<file path="config.mk">
export PLATFORM = sky130hd
export DESIGN_NAME = sorted_set_union_intersection
export DESIGN_NICKNAME = d
export VERILOG_FILES = /design/src/hdl/ssui_pkg.sv /design/src/hdl/ssui_cell.sv /design/src/hdl/ssui_store.sv /design/src/hdl/sorted_set_union_intersection.sv
export SDC_FILE = /design/constraint.sdc
export NUM_CORES = 2
export LEC_CHECK = 0
export BUFFER_PORTS_ARGS = -buffer_cell sky130_fd_sc_hd__buf_2
export CORE_MARGIN = 2
export CORE_UTILIZATION = 45
export DETAILED_ROUTE_END_ITERATION = 12
export PLACE_DENSITY = 0.57
export SYNTH_ARGS = -nofsm -noshare
export SYNTH_HDL_FRONTEND = slang
export SYNTH_SLANG_ARGS = --single-unit
</file>
<file path="constraint.sdc">
create_clock -name clk -period 13.2 [get_ports clk]
set_input_delay 0.66 -clock clk [delete_from_list [all_inputs] [get_ports clk]]
set_output_delay 0.66 -clock clk [all_outputs]
set_load 0.03 [all_outputs]
</file>
<file path="src/hdl/ssui_pkg.sv">
// Shared types and constants for the sorted set union/intersection block.
// Holds the item and result structs, the command codes and the cell control struct.
// No dependencies.
`timescale 1ns / 1ps

package ssui_pkg;

    // Element width and default store depth
    localparam int ELEM_W            = 32;
    localparam int SSUI_STORE_DEPTH  = 16;

    // Most results a single stream returns, and the width of its counter
    localparam int RESULT_CAP = 32;
    localparam int RES_CNT_W  = $clog2(RESULT_CAP + 1);

    // Command codes
    localparam logic [1:0] CMD_INS_A = 2'd0;
    localparam logic [1:0] CMD_INS_B = 2'd1;
    localparam logic [1:0] CMD_UNION = 2'd2;
    localparam logic [1:0] CMD_ISECT = 2'd3;

    // Input item
    typedef struct packed {
        logic [1:0]               cmd;
        logic signed [ELEM_W-1:0] value;
    } req_t;

    // Result item
    typedef struct packed {
        logic signed [ELEM_W-1:0] item;
        logic                     item_present;
        logic                     last;
        logic                     store_full;
    } result_t;

    // Control broadcast to every cell of one store
    typedef struct packed {
        logic                     ins;
        logic                     rot;
        logic signed [ELEM_W-1:0] val;
    } store_ctl_t;

endpackage

</file>
<file path="src/hdl/ssui_cell.sv">
// One cell of a sorted store: holds one element and trades it with its neighbors.
// Supports an ordered insert (shift right past the insert point) and a rotate toward the head.
// Depends on ssui_pkg.
`timescale 1ns / 1ps

module ssui_cell (
    input  logic                               clk,
    input  ssui_pkg::store_ctl_t               ctl,
    input  logic                               valid,
    input  logic                               is_last,
    input  logic                               left_g,
    input  logic signed [ssui_pkg::ELEM_W-1:0] left_val,
    input  logic signed [ssui_pkg::ELEM_W-1:0] right_val,
    input  logic signed [ssui_pkg::ELEM_W-1:0] head_val,
    output logic signed [ssui_pkg::ELEM_W-1:0] val,
    output logic                               g
);
    import ssui_pkg::*;

    logic signed [ELEM_W-1:0] val_reg;
    logic signed [ELEM_W-1:0] val_next;

    // Flag that the new value sorts strictly before this element
    assign g   = valid && (ctl.val < val_reg);
    assign val = val_reg;

    // Pick the next element: shift in from the left, take the new value, or rotate
    always_comb
    begin
        val_next = val_reg;
        if (ctl.ins)
        begin
            if (left_g)
                val_next = left_val;
            else if (g || !valid)
                val_next = ctl.val;
        end
        else if (ctl.rot && valid)
        begin
            val_next = is_last ? head_val : right_val;
        end
    end

    always_ff @(posedge clk)
    begin
        val_reg <= val_next;
    end

endmodule

</file>
<file path="src/hdl/ssui_store.sv">
// A sorted store built as a row of ssui_cell, head at cell 0.
// The valid prefix is set by the count held outside; the head element is read at cell 0.
// Depends on ssui_pkg and ssui_cell.
`timescale 1ns / 1ps

module ssui_store #(
    parameter int DEPTH = ssui_pkg::SSUI_STORE_DEPTH,
    parameter int CNT_W = $clog2(DEPTH + 1)
) (
    input  logic                               clk,
    input  ssui_pkg::store_ctl_t               ctl,
    input  logic [CNT_W-1:0]                   count,
    output logic signed [ssui_pkg::ELEM_W-1:0] head
);
    import ssui_pkg::*;

    logic signed [ELEM_W-1:0] vals [DEPTH];
    logic                     gs   [DEPTH];

    assign head = vals[0];

    // Chain the cells, each seeing its two neighbors and the head
    for (genvar i = 0; i < DEPTH; i++)
    begin : g_cell
        logic                     left_g;
        logic signed [ELEM_W-1:0] left_val;
        logic signed [ELEM_W-1:0] right_val;

        if (i == 0)
        begin : g_first
            assign left_g   = 1'b0;
            assign left_val = '0;
        end
        else
        begin : g_inner
            assign left_g   = gs[i-1];
            assign left_val = vals[i-1];
        end

        if (i == DEPTH - 1)
        begin : g_end
            assign right_val = '0;
        end
        else
        begin : g_mid
            assign right_val = vals[i+1];
        end

        ssui_cell u_cell (
            .clk       (clk),
            .ctl       (ctl),
            .valid     (count > CNT_W'(i)),
            .is_last   (count == CNT_W'(i + 1)),
            .left_g    (left_g),
            .left_val  (left_val),
            .right_val (right_val),
            .head_val  (vals[0]),
            .val       (vals[i]),
            .g         (gs[i])
        );
    end

endmodule

</file>
<file path="src/hdl/sorted_set_union_intersection.sv">
// Top level of the sorted set union/intersection block.
// Holds the command sequencer, two ssui_store rows and the result register.
// Depends on ssui_pkg and ssui_store.
`timescale 1ns / 1ps

// Two ascending stores, A and B, each a row of cells holding up to STORE_DEPTH
// signed values, duplicates kept. An insert leaves busy low, and the status
// result appears on the cycle after start. A union or intersection walks both
// stores from the head, popping one or both head elements per cycle by rotating
// the cell rows and holding busy while it runs; the walk always runs to the end
// so both stores come back in their original order. Results appear one per
// result_valid pulse and must be taken in that cycle; the last one carries last,
// and an empty stream gives one result with item_present low.
module sorted_set_union_intersection #(
    parameter int STORE_DEPTH = ssui_pkg::SSUI_STORE_DEPTH
) (
    input  logic              clk,
    input  logic              rst_n,
    input  logic              start,
    output logic              busy,
    input  ssui_pkg::req_t    req,
    output logic              result_valid,
    output ssui_pkg::result_t result
);
    import ssui_pkg::*;

    localparam int CNT_W = $clog2(STORE_DEPTH + 1);

    localparam logic [1:0] ST_IDLE = 2'd0;
    localparam logic [1:0] ST_WALK = 2'd1;
    localparam logic [1:0] ST_FIN  = 2'd2;

    logic [1:0]               state_reg,   state_next;
    logic [CNT_W-1:0]         count_a_reg, count_a_next;
    logic [CNT_W-1:0]         count_b_reg, count_b_next;
    logic [CNT_W-1:0]         rem_a_reg,   rem_a_next;
    logic [CNT_W-1:0]         rem_b_reg,   rem_b_next;
    logic [RES_CNT_W-1:0]     k_reg,       k_next;
    logic                     capped_reg,  capped_next;
    logic                     isect_reg,   isect_next;
    logic signed [ELEM_W-1:0] pend_reg,    pend_next;
    logic                     result_valid_reg, result_valid_next;
    result_t                  result_reg,  result_next;

    store_ctl_t               ctl_a, ctl_b;
    logic signed [ELEM_W-1:0] head_a, head_b;
    logic                     accept;
    logic                     full_a, full_b;
    logic                     a_has, b_has;
    logic                     pop_a, pop_b;
    logic                     found;
    logic signed [ELEM_W-1:0] cand;

    assign accept = start && !busy;
    assign busy   = (state_reg != ST_IDLE);
    assign full_a = (count_a_reg == CNT_W'(STORE_DEPTH));
    assign full_b = (count_b_reg == CNT_W'(STORE_DEPTH));
    assign a_has  = (rem_a_reg != '0);
    assign b_has  = (rem_b_reg != '0);

    assign result_valid = result_valid_reg;
    assign result       = result_reg;

    ssui_store #(
        .DEPTH (STORE_DEPTH),
        .CNT_W (CNT_W)
    ) u_store_a (
        .clk   (clk),
        .ctl   (ctl_a),
        .count (count_a_reg),
        .head  (head_a)
    );

    ssui_store #(
        .DEPTH (STORE_DEPTH),
        .CNT_W (CNT_W)
    ) u_store_b (
        .clk   (clk),
        .ctl   (ctl_b),
        .count (count_b_reg),
        .head  (head_b)
    );

    // Choose which heads to pop and whether a new distinct value turns up
    always_comb
    begin
        pop_a = 1'b0;
        pop_b = 1'b0;
        found = 1'b0;
        cand  = head_a;
        if (isect_reg)
        begin
            if (a_has && b_has)
            begin
                pop_a = !(head_b < head_a);
                pop_b = !(head_a < head_b);
                found = pop_a && pop_b;
            end
            else
            begin
                pop_a = a_has;
                pop_b = b_has;
            end
        end
        else if (a_has || b_has)
        begin
            pop_a = !b_has || (a_has && !(head_b < head_a));
            pop_b = !pop_a;
            cand  = pop_a ? head_a : head_b;
            found = 1'b1;
        end
        if (found && k_reg != '0 && cand == pend_reg)
            found = 1'b0;
    end

    // Sequence commands, drive the stores and build results
    always_comb
    begin
        state_next        = state_reg;
        count_a_next      = count_a_reg;
        count_b_next      = count_b_reg;
        rem_a_next        = rem_a_reg;
        rem_b_next        = rem_b_reg;
        k_next            = k_reg;
        capped_next       = capped_reg;
        isect_next        = isect_reg;
        pend_next         = pend_reg;
        result_valid_next = 1'b0;
        result_next       = '{item: '0, item_present: 1'b0, last: 1'b1, store_full: 1'b0};
        ctl_a             = '{ins: 1'b0, rot: 1'b0, val: req.value};
        ctl_b             = '{ins: 1'b0, rot: 1'b0, val: req.value};

        unique case (state_reg)
            ST_IDLE:
            begin
                if (accept)
                begin
                    unique case (req.cmd)
                        CMD_INS_A:
                        begin
                            result_valid_next      = 1'b1;
                            result_next.store_full = full_a;
                            if (!full_a)
                            begin
                                ctl_a.ins    = 1'b1;
                                count_a_next = count_a_reg + CNT_W'(1);
                            end
                        end
                        CMD_INS_B:
                        begin
                            result_valid_next      = 1'b1;
                            result_next.store_full = full_b;
                            if (!full_b)
                            begin
                                ctl_b.ins    = 1'b1;
                                count_b_next = count_b_reg + CNT_W'(1);
                            end
                        end
                        CMD_UNION, CMD_ISECT:
                        begin
                            rem_a_next  = count_a_reg;
                            rem_b_next  = count_b_reg;
                            k_next      = '0;
                            capped_next = 1'b0;
                            isect_next  = (req.cmd == CMD_ISECT);
                            state_next  = ST_WALK;
                        end
                        default:
                        begin
                        end
                    endcase
                end
            end
            ST_WALK:
            begin
                if (!a_has && !b_has)
                begin
                    state_next = ST_FIN;
                end
                else
                begin
                    ctl_a.rot = pop_a;
                    ctl_b.rot = pop_b;
                    if (pop_a)
                        rem_a_next = rem_a_reg - CNT_W'(1);
                    if (pop_b)
                        rem_b_next = rem_b_reg - CNT_W'(1);
                    // Hold one value back so the final one can carry last
                    if (found && !capped_reg)
                    begin
                        if (k_reg == '0)
                        begin
                            pend_next = cand;
                            k_next    = RES_CNT_W'(1);
                        end
                        else if (k_reg != RES_CNT_W'(RESULT_CAP))
                        begin
                            result_valid_next        = 1'b1;
                            result_next.item         = pend_reg;
                            result_next.item_present = 1'b1;
                            result_next.last         = 1'b0;
                            pend_next                = cand;
                            k_next                   = k_reg + RES_CNT_W'(1);
                        end
                        else
                        begin
                            result_valid_next        = 1'b1;
                            result_next.item         = pend_reg;
                            result_next.item_present = 1'b1;
                            capped_next              = 1'b1;
                        end
                    end
                end
            end
            ST_FIN:
            begin
                state_next = ST_IDLE;
                if (!capped_reg)
                begin
                    result_valid_next = 1'b1;
                    if (k_reg != '0)
                    begin
                        result_next.item         = pend_reg;
                        result_next.item_present = 1'b1;
                    end
                end
            end
            default:
            begin
                state_next = ST_IDLE;
            end
        endcase
    end

    // Control registers
    always_ff @(posedge clk or negedge rst_n)
    begin
        if (!rst_n)
        begin
            state_reg        <= ST_IDLE;
            count_a_reg      <= '0;
            count_b_reg      <= '0;
            rem_a_reg        <= '0;
            rem_b_reg        <= '0;
            k_reg            <= '0;
            capped_reg       <= 1'b0;
            isect_reg        <= 1'b0;
            result_valid_reg <= 1'b0;
        end
        else
        begin
            state_reg        <= state_next;
            count_a_reg      <= count_a_next;
            count_b_reg      <= count_b_next;
            rem_a_reg        <= rem_a_next;
            rem_b_reg        <= rem_b_next;
            k_reg            <= k_next;
            capped_reg       <= capped_next;
            isect_reg        <= isect_next;
            result_valid_reg <= result_valid_next;
        end
    end

    // Payload registers
    always_ff @(posedge clk)
    begin
        pend_reg   <= pend_next;
        result_reg <= result_next;
    end

`ifndef SYNTHESIS
    // Fill counts never pass the store depth
    assert property (@(posedge clk) disable iff (!rst_n)
        count_a_reg <= CNT_W'(STORE_DEPTH) && count_b_reg <= CNT_W'(STORE_DEPTH))
        else $error("store count above depth");

    // The walk never has more left to pop than the store holds
    assert property (@(posedge clk) disable iff (!rst_n)
        state_reg == ST_WALK |-> rem_a_reg <= count_a_reg && rem_b_reg <= count_b_reg)
        else $error("walk remainder above store count");

    // Status and empty results always close their command
    assert property (@(posedge clk) disable iff (!rst_n)
        result_valid && !result.item_present |-> result.last)
        else $error("element-free result without last");

    // Store counts stay put while a walk is running
    assert property (@(posedge clk) disable iff (!rst_n)
        state_reg != ST_IDLE |=> $stable(count_a_reg) && $stable(count_b_reg))
        else $error("store count changed during walk");
`endif

endmodule
</file>
=== Word level (Yosys, flattened, before mapping) ===
Index checks and enable logic that the tools add are counted.

* Logic and storage cells: 664
* Bits of input ports: 37
* Bits in registers: 1122
* Output and inout bits: 37

* Bitwise gates (word level): 5
* Reductions and logical operators: 231
* Multiplexer cells: 228
* Eq/ne operators: 83
* Order comparisons: 66
* $add $sub $neg: 5

{| class="wikitable"
|+ Operator list
! cell !! number
|-
| 2-to-1 mux 32 bit || 163
|-
| < comparator 32 bit || 34
|-
| 2-to-1 mux 34 bit || 3
|-
| inequality test 3 x 1 -> 1 bit (second input constant) || 30
|-
| equality test 5 x 4 -> 1 bit (second input constant) || 16
|-
| greater-than comparator 5 x 4 -> 1 bit (second input constant) || 16
|-
| logical AND 1 bit || 72
|-
| nonzero test 2 bit || 35
|-
| 2-to-1 mux 33 bit || 2
|-
| case mux 33 bit (2 select lines) || 1
|-
| AND reduction 2 bit || 31
|-
| equality test 5 x 3 -> 1 bit (second input constant) || 8
|-
| greater-than comparator 5 x 3 -> 1 bit (second input constant) || 8
|-
| 2-to-1 mux 5 bit || 8
|-
| zero test 1 bit || 39
|-
| 2-to-1 mux 6 bit || 6
|-
| 2-to-1 mux 1 bit || 35
|-
| logical OR 1 bit || 34
|-
| equality test 32 bit || 1
|-
| equality test 5 x 2 -> 1 bit (second input constant) || 4
|-
| greater-than comparator 5 x 1 -> 1 bit (second input constant) || 4
|-
| greater-than comparator 5 x 2 -> 1 bit (second input constant) || 4
|-
| inequality test 2 bit (second input constant) || 10
|-
| case mux 5 bit (2 select lines) || 2
|-
| 27 further kinds || 52
|}

=== Longest topological paths before layout ===
* Word-level depth: 14
* Mapped depth: 19
* Gate-level depth less buffers: 14

=== By module ===
A second synthesis with hierarchy kept.

* Cells, all modules: 10200
* Area, all modules: 95395.2 µm²

{| class="wikitable"
|+ By module, submodules not included
! module !! area an instance (µm²) !! sequential area each (µm²) !! instances !! cells each
|-
| ssui_cell (u_store_a.g_cell[0].u_cell ...) || 2782.7 || 960.9 || 29 || 297
|-
| ssui_cell (u_store_b.g_cell[7].u_cell ...) || 2790.2 || 960.9 || 3 || 295
|-
| sorted_set_union_intersection || 5741.8 || 2437.3 || 1 || 593
|-
| ssui_store (u_store_a) || 296.5 || 0.0 || 1 || 54
|-
| ssui_store (u_store_b) || 289.0 || 0.0 || 1 || 55
|}

=== Least setup slack after synthesis ===
OpenSTA, ideal clock, no wires.

* Kind: register -> register
* Start: register u_store_a.g_cell[0].u_cell.val_reg[19]
* End: register u_store_b.g_cell[7].u_cell.val_reg[0], enable pin
* Data required time: 12689 ps
* Slack: 6817 ps
* Library setup time: 511 ps
* Clock period less this slack: 6383 ps
* Arrival time: 5872 ps
* Path buffers: 2
* Cell stages (with the launch flop): 14
* Path through: edfxtp_1 -> clkbuf_1 -> clkinv_1 -> ha_1 -> a21oi_1 -> o21ai_0 -> a21oi_1 -> nand3_1 -> nor3b_2 -> o22ai_1 -> nand2_1 -> nand2_1 -> clkbuf_1 -> o41ai_1

* Cells in the longest elaborated chain, start to end: 12
* Elaborated cells on any way between the ends: 15
* Those cells by class: order compare: 2; mux: 5; reduce/logical: 8

{| class="wikitable"
|+ RTL lines
! element !! line !! source
|-
| start, declared || ssui_cell.sv:20 || <nowiki>logic signed [ELEM_W-1:0] val_reg;</nowiki>
|-
| start signal, assigned || ssui_cell.sv:46 || <nowiki>val_reg <= val_next;</nowiki>
|-
| < comparator 32 bit || sorted_set_union_intersection.sv:107 || <nowiki>pop_a = !b_has || (a_has && !(head_b < head_a));</nowiki>
|-
| zero test 1 bit || sorted_set_union_intersection.sv:107 ||
|-
| logical AND 1 bit || sorted_set_union_intersection.sv:107 ||
|-
| logical OR 1 bit || sorted_set_union_intersection.sv:107 ||
|-
| zero test 1 bit || sorted_set_union_intersection.sv:108 || <nowiki>pop_b = !pop_a;</nowiki>
|-
| 2-to-1 mux 1 bit || sorted_set_union_intersection.sv:105 || <nowiki>else if (a_has || b_has)</nowiki>
|-
| 2-to-1 mux 1 bit * || sorted_set_union_intersection.sv:91 || <nowiki>if (isect_reg)</nowiki>
|-
| 2-to-1 mux 1 bit * || sorted_set_union_intersection.sv:176 || <nowiki>if (!a_has && !b_has)</nowiki>
|-
| 2-to-1 mux 1 bit * || sorted_set_union_intersection.sv:133 || <nowiki>unique case (state_reg)</nowiki>
|-
| logical AND 1 bit * || ssui_cell.sv:38 || <nowiki>else if (ctl.rot && valid)</nowiki>
|-
| nonzero test 2 bit (no source line) * || - ||
|-
| AND reduction 2 bit (no source line) * || - ||
|-
| end signal, assigned || ssui_cell.sv:46 ||
|-
| end, declared || ssui_cell.sv:20 ||
|}

Every way passes the cells marked *; elsewhere a longest branch is shown, timed or not.
A chain may end at the register's enable or synchronous reset.

=== Worst setup path after layout ===
* Start: register u_store_a.g_cell[0].u_cell.val_reg[26]
* End: register pend_reg[19], enable pin

* Cells in the longest elaborated chain, start to end: 12
* Elaborated cells on any way between the ends: 18
* Those cells by class: order compare: 2; eq/ne: 1; mux: 6; reduce/logical: 9

{| class="wikitable"
|+ RTL lines
! element !! line !! source
|-
| < comparator 32 bit || sorted_set_union_intersection.sv:107 ||
|-
| zero test 1 bit || sorted_set_union_intersection.sv:107 ||
|-
| logical AND 1 bit || sorted_set_union_intersection.sv:107 ||
|-
| logical OR 1 bit || sorted_set_union_intersection.sv:107 ||
|-
| 2-to-1 mux 32 bit || sorted_set_union_intersection.sv:109 || <nowiki>cand = pop_a ? head_a : head_b;</nowiki>
|-
| 2-to-1 mux 32 bit || sorted_set_union_intersection.sv:105 ||
|-
| 2-to-1 mux 32 bit || sorted_set_union_intersection.sv:91 ||
|-
| named net cand[29] || sorted_set_union_intersection.sv:52 || <nowiki>logic signed [ELEM_W-1:0] cand;</nowiki>
|-
| equality test 32 bit || sorted_set_union_intersection.sv:112 || <nowiki>if (found && k_reg != '0 && cand == pend_reg)</nowiki>
|-
| logical AND 1 bit || sorted_set_union_intersection.sv:112 ||
|-
| 2-to-1 mux 1 bit || sorted_set_union_intersection.sv:112 ||
|-
| logical AND 1 bit || sorted_set_union_intersection.sv:189 || <nowiki>if (found && !capped_reg)</nowiki>
|-
| AND reduction 4 bit (no source line) || - ||
|-
| end signal, assigned || sorted_set_union_intersection.sv:267 || <nowiki>pend_reg <= pend_next;</nowiki>
|-
| end, declared || sorted_set_union_intersection.sv:41 || <nowiki>logic signed [ELEM_W-1:0] pend_reg, pend_next;</nowiki>
|}

The timed path passes the listed nets, and every way through them passes these cells.

==> results.py <==
metrics = {
    "yosys": {
        "syn_avg_cell_area_um2": 8.90,
        "synth_top_area_share_pct": 35.4,
        "synth.distinct_cells": 86,
        "synth_mux_area_share_pct": 6.71,
        "synth_nets": 11150,
        "ys_ff_latch": 1122,
        "synth_fa_ha_area_share_pct": 14.6,
        "synth_area_leader_cell": "edfxtp_1",
        "synthCells": 10070,
        "ys_seq_area_share_pct": 37.0,
        "synth-xor-area-share_pct": 0.293,
        "synth_common_cells": "nand2_1, edfxtp_1, ha_1",
        "synth_most_common_cell": "nand2_1",
        "synth-compound-area-share_pct": 20.9,
        "synth_area_mm2": 0.0897,
        "synth_top_family_by_area": "compound AO/OA/AOI/OAI gates",
        "ys.flop_type": "edfxtp_1",
        "synth_edf_count": 1056,
        "synth_warnings": 0,
        "synth_area_leaders": "edfxtp_1, ha_1, mux2i_1",
        "synthArstFlopShare_pct": 2.76,
        "synthSimpleGateAreaFrac_pct": 12.9,
    },
    "global_route": {
        "grt_max_degree": 212,
        "met2_usage_pct": 52.2,
        "gr-usage-met3_pct": 11.7,
        "globalRoute.totalOverflow": 0,
        "antenna_found_initial": 27,
        "grt_pass1_vias": 76965,
        "grt_pass1_wl_mm": 563,
        "track_usage_pct": 38.1,
        "busiest_layer": "met1",
        "gr-usage-met1_pct": 54.1,
    },
    "route": {
        "vias_per_cell": 6.60,
        "drt-total-wl_mm": 400,
        "dr.first_iter.drc_count": 13160,
        "num_vias": 82878,
        "wl_per_cell_um": 31.9,
        "route.detailed.drc": 0,
        "ant_nets": 0,
        "first_pass_iters": 8,
    },
    "die": {
        "placementRows": 163,
        "fp.dieH_um": 450,
        "dieArea_mm2": 0.203,
        "die_x_um": 450,
        "io_pins": 74,
        "placeableCoreArea_mm2": 0.198,
        "start_util_pct": 45.4,
    },
    "timing": {
        "skew_ps": 50.5,
        "period_needed_ps": 6810,
        "whs_ps": 323,
        "hold_viol": 0,
        "fin_crit_sh_pct": 51.6,
        "rsz0062_at_grt": "no",
        "tns_ps": 0,
        "slew_violations": 0,
        "setup_viol": 0,
        "timing.fmax_mhz": 147,
        "setup_ws_ps": 6390,
        "worstMarginPinSlew_ps": 1410,
        "slew_headroom_pct": 5.27,
    },
    "power": {
        "p_total_mw": 26.7,
        "peakVddDrop_uv": 241,
        "leakage_nw": 42.5,
        "combinationalPowerShare_pct": 53.4,
        "p_switching_mw": 13.5,
        "switching_share_pct": 50.6,
        "clock_power_share_pct": 15.3,
        "power_density_mw_per_mm2": 274,
        "p_int_mw": 13.2,
        "pwr-share-seq_pct": 31.3,
    },
    "worst_hold_path": {
        "min_from": "start",
        "min_path_type": "input pin to flip-flop",
        "holdPathStages": 3,
        "min_to": "isect_reg$_DFFE_PN0P_",
    },
    "cts": {
        "cts.sink_count": 1122,
        "cts-root-buf": "clkbuf_16",
        "clockBufferDepth": 3,
        "cts_tree": "yes",
        "cts_buffers": 145,
        "clock_latency_ps": 840,
        "cts_max_level": 4,
        "post_cts_resized": 0,
        "clk_pin_slew_worst_paths_ps": 60,
    },
    "placement": {
        "place_hpwl_mm": 280,
        "dp_cells": 12278,
        "io_buffer_count": 73,
        "pre_cts_ws_ps": 6510,
        "gp_congestion": 0.997,
    },
    "critical_path": {
        "crit_buf_inv": 2,
        "crit_chain": "clkinv_1 > ha_1 > nand4_1 > nor4_2 > o311ai_1 > nor3b_2 > o21ai_4 > buf_4 > mux2i_1 > a22o_1 > nor4_1 > and4_4 > nor2_1 > and3_2",
        "crit_path_max_fanout": 43,
        "startpoint": "u_store_a.g_cell[0].u_cell.val[26]$_DFFE_PP_",
        "crit_cells": 14,
        "start_kind": "flip-flop",
        "rr_startpoint": "u_store_a.g_cell[0].u_cell.val[26]$_DFFE_PP_",
        "endpoint_kind": "flip-flop",
        "r2r_slack_ps": 6390,
        "worstPathArrival_ps": 7270,
        "ff2ff_path_depth": 14,
        "crit_family": "simple AND/OR/NAND/NOR gates",
        "cpPeakStageDelay_ps": 860,
        "rr_endpoint": "pend_reg[19]$_DFFE_PP_",
        "setup.worst_path.class": "flip-flop to flip-flop",
        "crit_slowest_cell": "edfxtp_1",
        "cp_data_required_time_ps": 13660,
    },
    "layout": {
        "syn2layout_area_growth_pct": 8.72,
        "num-nets-final": 10867,
        "drive_gt1_share_pct": 6.85,
        "final_cells": 12548,
    },
    "run_status": {
        "status": "finished, final reports clean",
    },
    "flow_run": {
        "cap_violations": 0,
    },
}
cells in the final DEF, fill, tap and decap left out, types with 157 or more instances in the layout:
master	n
a22oi_1	189
clkbuf_16	157
inv_1	1003
a21o_1	311
edfxtp_1	1056
nor2_1	438
ha_1	1041
nor3_1	344
mux2i_1	591
o21ai_0	869
buf_4	217
a221oi_1	268
a21oi_1	791
nand2_1	1126
power by group through the flow:
| stage | logic [mW] | clock network (mW) | registers, mW |
|---|---|---|---|
| 2_1_floorplan | 8.55 | 0 | 7.35 |
| 3_3_place_gp | 13.4 | 0 | 8.29 |
| 3_5_place_dp | 13.6 | 0 | 8.29 |
| 4_1_cts | 13.7 | 4.09 | 8.23 |
| 5_1_grt | 15.1 | 4.21 | 8.41 |
| 6_report | 14.3 | 4.09 | 8.35 |
worst min-delay path, stage by stage:
cell and delay (ps):
buf_2 170, nand3_1 110, mux2_2 160
per-stage QoR:
step / util (%) / cell area, um2
detailed placement: 46.9 / 92800
global placement: 46.9 / 92800
CTS: 49.3 / 97400
global route: 49.3 / 97400
finish: 49.3 / 97500
floorplan: - / 89700
what timing repair did:
| action | in CTS | in global routing |
|---|---|---|
| setup buffers | 0 | 0 |
| endpoints found under the hold margin | 31 | 0 |
| hold buffers | 1 | 0 |
worst max path at each step:
stage               slack [ps]                                           to
floorplan                 6820  u_store_b.g_cell[7].u_cell.val[0]$_DFFE_PP_
CTS                       6440                           result[33]$_DFF_P_
finish                    6390                       pend_reg[19]$_DFFE_PP_
detailed placement        6510                           result[33]$_DFF_P_
global placement          6700                           result[15]$_DFF_P_
global route              6340                       pend_reg[13]$_DFFE_PP_
kinds of logic after synthesis:
kind of cell             after synthesis
multiplexers                         600
AO/OA/AOI/OAI                       2957
AND/OR/NAND/NOR                     2552
adder cells (fa/ha/maj)             1043
buffers and inverters               1766
flip-flops                          1122
XOR/XNOR                              30
cell type report:
class                           count  area [um2]
Fill cell                       18599      100000
Multi-Input combinational cell   7182       50200
Sequential cell                  1122       33200
Clock buffer                      196        4140
Inverter                         1042        3910
Tap cell                         2640        3300
Timing Repair Buffer              294        2150
Clock inverter                     56         510
Antenna cell                       16        40.0
metal layers:
metal	vias up	part of all wire, %
li1	36106	-
met1	40313	41
met2	5528	40
met3	903	14
met4	28	5.4
met5	-	0.048
No activity file was read; power rests on OpenSTA's default activity.
